### src/sv/brvm_pkg.sv
package brvm_pkg;

	localparam int NUM_REGS_DEF = 16;

	typedef enum logic [4:0] {
		CMD_ADD   = 5'd0,
		CMD_SUB   = 5'd1,
		CMD_MUL   = 5'd2,
		CMD_DIV   = 5'd3,
		CMD_MOD   = 5'd4,
		CMD_EQ    = 5'd5,
		CMD_LT    = 5'd6,
		CMD_GT    = 5'd7,
		CMD_LE    = 5'd8,
		CMD_GE    = 5'd9,
		CMD_CONST = 5'd10,
		CMD_SEXT  = 5'd11,
		CMD_ZEXT  = 5'd12,
		CMD_JT    = 5'd13,
		CMD_JF    = 5'd14,
		CMD_JUMP  = 5'd15,
		CMD_HALT  = 5'd16
	} cmd_t;

	typedef struct packed {
		logic [4:0]  command;
		logic [1:0]  width_code;
		logic [1:0]  source_width_code;
		logic        is_signed;
		logic [3:0]  dest_reg;
		logic [3:0]  src1_reg;
		logic [3:0]  src2_reg;
		logic [63:0] immediate;
	} instr_t;

	// controller to datapath
	typedef struct packed {
		logic load;      // capture instruction and operands
		logic exec;      // execute and writeback, except for mul, div and mod
		logic div_start;
		logic div_step;
		logic div_done;  // write back mul, div or mod result
	} dp_cmd_t;

	// datapath to controller
	typedef struct packed {
		logic is_div;
		logic div_last;
	} dp_sts_t;

	function automatic logic [63:0] width_mask(input logic [1:0] code);
		case (code)
			2'd0: width_mask = 64'h0000_0000_0000_00ff;
			2'd1: width_mask = 64'h0000_0000_0000_ffff;
			2'd2: width_mask = 64'h0000_0000_ffff_ffff;
			default: width_mask = '1;
		endcase
	endfunction

	function automatic logic [63:0] sign_ext(input logic [63:0] v, input logic [1:0] code);
		case (code)
			2'd0: sign_ext = {{56{v[7]}}, v[7:0]};
			2'd1: sign_ext = {{48{v[15]}}, v[15:0]};
			2'd2: sign_ext = {{32{v[31]}}, v[31:0]};
			default: sign_ext = v;
		endcase
	endfunction

	function automatic logic [3:0] instr_len(input logic [4:0] cmd, input logic [1:0] wc);
		if (cmd <= CMD_GE) instr_len = 4'd4;
		else if (cmd == CMD_CONST) instr_len = 4'd2 + (4'd1 << wc);
		else if (cmd == CMD_SEXT || cmd == CMD_ZEXT) instr_len = 4'd3;
		else if (cmd == CMD_JT || cmd == CMD_JF) instr_len = 4'd10;
		else if (cmd == CMD_JUMP) instr_len = 4'd9;
		else instr_len = 4'd1;
	endfunction

endpackage

### src/sv/brvm_ctrl.sv
module brvm_ctrl (
	input  logic              clk,
	input  logic              arst_n,
	input  logic              in_valid,
	output logic              in_ready,
	output logic              out_valid,
	input  logic              out_ready,
	input  brvm_pkg::dp_sts_t sts,
	output brvm_pkg::dp_cmd_t cmd
);
	typedef enum logic [2:0] {ST_IDLE, ST_EXEC, ST_DSTEP, ST_DDONE, ST_OUT} state_t;
	state_t state_q;

	// a new word is taken while idle, or in the cycle the result word leaves
	assign in_ready = (state_q == ST_IDLE) || (state_q == ST_OUT && out_ready);
	assign out_valid = state_q == ST_OUT;

	always_comb begin
		cmd = '0;
		cmd.load = in_valid && in_ready;
		cmd.exec = state_q == ST_EXEC;
		cmd.div_start = state_q == ST_EXEC && sts.is_div;
		cmd.div_step = state_q == ST_DSTEP;
		cmd.div_done = state_q == ST_DDONE;
	end

	always_ff @(posedge clk or negedge arst_n) begin
		if (!arst_n) begin
			state_q <= ST_IDLE;
		end else begin
			unique case (state_q)
				ST_IDLE: if (in_valid) state_q <= ST_EXEC;
				ST_EXEC: state_q <= sts.is_div ? ST_DSTEP : ST_OUT;
				ST_DSTEP: if (sts.div_last) state_q <= ST_DDONE;
				ST_DDONE: state_q <= ST_OUT;
				ST_OUT: begin
					if (out_ready) state_q <= in_valid ? ST_EXEC : ST_IDLE;
				end
				default: state_q <= ST_IDLE;
			endcase
		end
	end

	a_no_load_busy: assert property (@(posedge clk) disable iff (!arst_n)
		(state_q == ST_DSTEP) |-> !cmd.load) else $error("load during divide");
	a_out_hold: assert property (@(posedge clk) disable iff (!arst_n)
		(out_valid && !out_ready) |=> out_valid) else $error("result word dropped");
	a_load_exec: assert property (@(posedge clk) disable iff (!arst_n)
		cmd.load |=> (state_q == ST_EXEC)) else $error("loaded word not executed");
endmodule

### config.mk
export PLATFORM = sky130hd
export DESIGN_NAME = brvm_ctrl
export DESIGN_NICKNAME = d
export VERILOG_FILES = /design/src/sv/brvm_pkg.sv /design/src/sv/brvm_ctrl.sv
export SDC_FILE = /design/constraint.sdc
export NUM_CORES = 1
export LEC_CHECK = 0
export ABC_CLOCK_PERIOD_IN_PS = 1200
export BUFFER_PORTS_ARGS = -buffer_cell sky130_fd_sc_hd__buf_2
export CAP_MARGIN = 15
export CORE_AREA = 4 4 41 43
export CTS_CLUSTER_DIAMETER = 30
export CTS_CLUSTER_SIZE = 40
export DETAILED_ROUTE_END_ITERATION = 10
export DIE_AREA = 0 0 45 47
export GPL_ROUTABILITY_DRIVEN = 0
export GPL_TIMING_DRIVEN = 0
export PLACE_DENSITY = 0.35
export SETUP_SLACK_MARGIN = 0.4
export SYNTH_ARGS = -nofsm -noshare
export SYNTH_HDL_FRONTEND = slang
export SYNTH_SLANG_ARGS = --single-unit
### constraint.sdc
create_clock -name clk -period 1.2 [get_ports clk]
set_input_delay 0.06 -clock clk [delete_from_list [all_inputs] [get_ports clk]]
set_output_delay 0.06 -clock clk [all_outputs]
set_load 0.02 [all_outputs]
* Yosys cells after proc, flatten, opt, wreduce, memory -nomap -nowiden
Index checks and enable logic that the tools add are counted.
** Storage, ports and cells
- Register bits :: 3
- Latch bits :: 0
- Memory bits (writable) :: 0
- Bits in read-only memories :: 0
- Input port bits :: 6
- Output and inout port bits :: 7
- Word-level logic and storage cells :: 20
- Memories :: 0
** Operators by class
- $add $sub $neg :: 0
- Multipliers :: 0
- Divide/modulo/power cells :: 0
- Order comparisons :: 0
- Eq/ne operators :: 7
- Shift-type cells :: 0
- Mux-type cells :: 6
- Bitwise operators :: 0
- Reductions and logical operators :: 6
** Operators with widths (count)
- one-hot mux 3 bit (5 select lines) :: 1
- 2-to-1 mux 3 bit :: 4
- == test 3 x 2 -> 1 bit, second input constant :: 2
- != test 2 bit, second input constant :: 2
- == test 3 x 1 -> 1 bit, second input constant :: 1
- == test 3 bit, second input constant :: 1
- logical AND 1 bit :: 3
- logical NOT 3 bit :: 1
- AND reduction 3 bit :: 1
- != test 2 x 1 -> 1 bit, second input constant :: 1
- logical OR 1 bit :: 1
- 2-to-1 mux 1 bit :: 1

* Logic depth before layout (Yosys ltp)
- Depth in word-level cells :: 4
- Gate-level depth with buffers :: 3
- Depth with buffers taken out :: 2

* Worst setup path after synthesis
OpenSTA, ideal clock, no wires.
- Kind :: reg2out
- From :: register state_q[1]
- To :: output cmd[2] in the netlist's numbering
- Arrival time :: 961 ps
- Data required time :: 1140 ps
- Setup slack :: 179 ps
- Cell stages (with the launch flop) :: 4
- Buffers on the path :: 1
- Cell sequence :: dfrtp_1 > buf_4 > nor2b_1 > nor2b_1
** RTL lines
- from (decl) :: line brvm_ctrl.sv:12 : state_t state_q;
- from (signal assigned) :: line brvm_ctrl.sv:33 : ST_EXEC: state_q <= sts.is_div ? ST_DSTEP : ST_OUT;
- from (signal assigned) :: line brvm_ctrl.sv:37 : if (out_ready) state_q <= in_valid ? ST_EXEC : ST_IDLE;
- to (decl) :: line brvm_ctrl.sv:9 : output brvm_pkg::dp_cmd_t cmd

==> results.cfg <==
[die]
rows = 13
die_width_microns = 45
initial_utilization_pct = 16.15
die_area_sq_um = 2115
die_h_microns = 47
boundaryPins = 13
fp.coreArea_sq_um = 1301

[synth]
post_synth.cell_area_avg_sq_um = 9.139
synth.largest_area_cell = sky130_fd_sc_hd__dfrtp_1
synth.top_cells.by_count = 4 x sky130_fd_sc_hd__nor2_1, 3 x sky130_fd_sc_hd__dfrtp_1, 3 x sky130_fd_sc_hd__nand2b_1
netlist_instances = 23
post_synth_num_cell_types = 14
area_share_of_the_largest_cell_type_after_synthesis_pct = 35.71
mappedNetlistNets = 29
syn-cell-area_sq_um = 210.2
synthesis_stage_register_bit_count = 3
synth_most_common_cell = sky130_fd_sc_hd__nor2_1
synth-main-ff-cell = sky130_fd_sc_hd__dfrtp_1
synth.yosys.seq_area_share_pct = 35.71
yosys_warnings = 0
synthArstFlopShare_pct = 100.0
synth-edff-count = 0
ys_top_cells_by_area = sky130_fd_sc_hd__dfrtp_1 36%, sky130_fd_sc_hd__nand2b_1 8.9%, sky130_fd_sc_hd__and2_2 7.1%

[global_route]
grt_overflow_total = 0
first_global_vias = 259
maximum_number_of_pins_on_one_net_before_global_route_repair = 9
initial_antenna_violation_count = 0
grt_util_all_layers_pct = 7.845
grt_pass1_wl_microns = 1104

[clock_network]
clock_path_buffers = 2
tritoncts = yes
clkSlewWorstSetupHoldPaths_ns = 0.04
cts-buffers-inserted = 3
h-tree-depth = 1
cts-root-buf = sky130_fd_sc_hd__clkbuf_4
clock_latency_ns = 0.23
clock-sinks = 3

[pwr]
cellPowerDensity_nw_per_um2 = 2975
power_w = 0.001523
power.static_leakage_nw = 0.2286
vdd_ir_max_mv = 1.196

[critical_path]
critPathMaxStageDelay_ns = 0.47
timing.critical_path.to_type = output pin
startpoint_type = register
timing.critical_path.fanout_max = 7
path_cells = nor2_4, and3_4, buf_6
cpLargestDelayFamily = flip-flops
buffer_and_inverter_count_on_the_worst_path = 1
critPathKind = reg -> out
slowest_cp_cell = sky130_fd_sc_hd__dfrtp_2
crit_required_ns = 1.14
timing.critical_path.arrival_ns = 1.14

[timing]
final.period_utilization_pct = 99.71
max-slew-margin-rel_pct = 83.50
finalClockSkew_ns = 0.001634
final_hold_viol_count = 0
drv_slew = 0
max_freq_mhz = 835.8
final-setup-viol-count = 0
hold_ws_ns = 0.1144
worst_pin_slew_ns = 0.2467
final_period_minus_worst_setup_slack_ns = 1.196
grt_setup_unrepaired = yes

[detailed_routing]
first_iter_violations = 1
route.detailed.vias_per_inst = 4.098
route.detailed.drc = 0
wirelength_microns = 702
drt-pass1-iter-count = 2
vias = 250
drt.antenna.violating_nets = 0
drt-wirelength-per-cell_microns = 11.51

[layout]
final_design_area_no_fill_sq_um = 511.7
post_route_cells_drive_above_1_share_pct = 84.78
diode_insertion_count_for_antenna_repair = 0
flip_flop_count_of_the_largest_register_after_layout = 3
regMostFlops = state_q
reg.largest.list = state_q (3)
post-route-util_pct = 39.33
nNetsFinal = 53
area.growth.synth_to_final_pct = 143.5
instances_no_fill = 61
nFillCells = 143

[placement]
place_hpwl_microns = 462.2
placed_cell_area_sq_um = 346.6
placement.io_buffers = 12
placed_cells = 50

[run_status]
result_of_the_run = finished, final reports clean

[hold_path]
class_of_the_most_critical_hold_timing_path = in -> reg

[job]
drv.max_cap_violation_count = 0
[layout make-up]
type	instances	area, sq um	area share (%)
plain buffers	1	11.26	2.200
clock buffers	4	26.28	5.134
inverters	1	3.754	0.7335
multi-input cells	18	202.7	39.61
flip-flops and latches	3	77.57	15.16
well taps	15	18.77	3.667
repair buffers	19	171.4	33.50
[final timing paths]
| kind | start | end | slack [ns] | cells after the start |
|---|---|---|---|---|
| setup / recovery | state_q[0] | cmd[4] | 0.004 | 3 |
| hold / removal | sts[1] | state_q[1] | 0.11 | 3 |
| setup reg to reg | state_q[1] | state_q[0] | 0.12 | 4 |
| hold reg to reg | state_q[0] | state_q[0] | 0.61 | 1 |
| max in group asynchronous | arst_n | state_q[2] | 0.94 | 2 |
| min in group asynchronous | arst_n | state_q[0] | 0.15 | 2 |
[tightest hold or removal path: cells and delay by family]
kind	cells	cell delay [ns]
compound gates	1	0.05
buf+inv	1	0.11
simple gates	1	0.09
[through the flow]
stage | setup TNS [ns] | setup WS, ns
6_report | 0 | 0.003514
4_1_cts | -0.01391 | -0.007299
3_5_place_dp | 0 | 0.2072
2_1_floorplan | 0 | 0.3435
5_1_grt | -0.1537 | -0.05452
3_3_place_gp | 0 | 0.2161
[layer usage]
metal / track usage (%) / vias to the layer above / wire [microns]
met5: 0 / - / 0
met4: 8.772 / 0 / 31
li1: - / 125 / -
met2: 11.30 / 8 / 380
met1: 8.486 / 113 / 266
met3: 2.682 / 4 / 24
[kinds of logic after synthesis]
| logic type | after synthesis | share of synthesized area, % |
|---|---|---|
| DFF | 3 | 35.71 |
| and+or+nand+nor | 14 | 41.66 |
| muxes | 1 | 4.762 |
| AOI/OAI and AO/OA | 3 | 12.50 |
| buffers and inverters | 2 | 5.357 |
[power by group]
group | switching (W) | leakage, nW | internal [W]
clock | 0.0000529 | 0.0150 | 0.000125
sequential | 0.0000888 | 0.0360 | 0.000157
combinational | 0.000481 | 0.178 | 0.000618
total | 0.000623 | 0.229 | 0.000900
[cells in the final DEF, fill, tap and decap left out, drive strengths merged]
| cell type | instances |
|---|---|
| and3 | 1 |
| nand2b | 3 |
| nor2b | 2 |
| nor2 | 4 |
| inv | 1 |
| dfrtp | 3 |
| o31ai | 1 |
| clkbuf | 4 |
| dlygate4sd3 | 1 |
| o32ai | 1 |
| nand4bb | 1 |
| nand3b | 1 |
| and2 | 2 |
| mux2i | 1 |
| a21oi | 1 |
| buf | 19 |
[timing repair]
action,CTS,global route
hold buffers,1,0
endpoints found under the setup margin,10,10
endpoints found under the hold margin,3,0
cloned,0,0
pin swaps,3,2
buffers inserted,3,3
gates resized for setup,17,2
(Power assumes the default switching activity.)
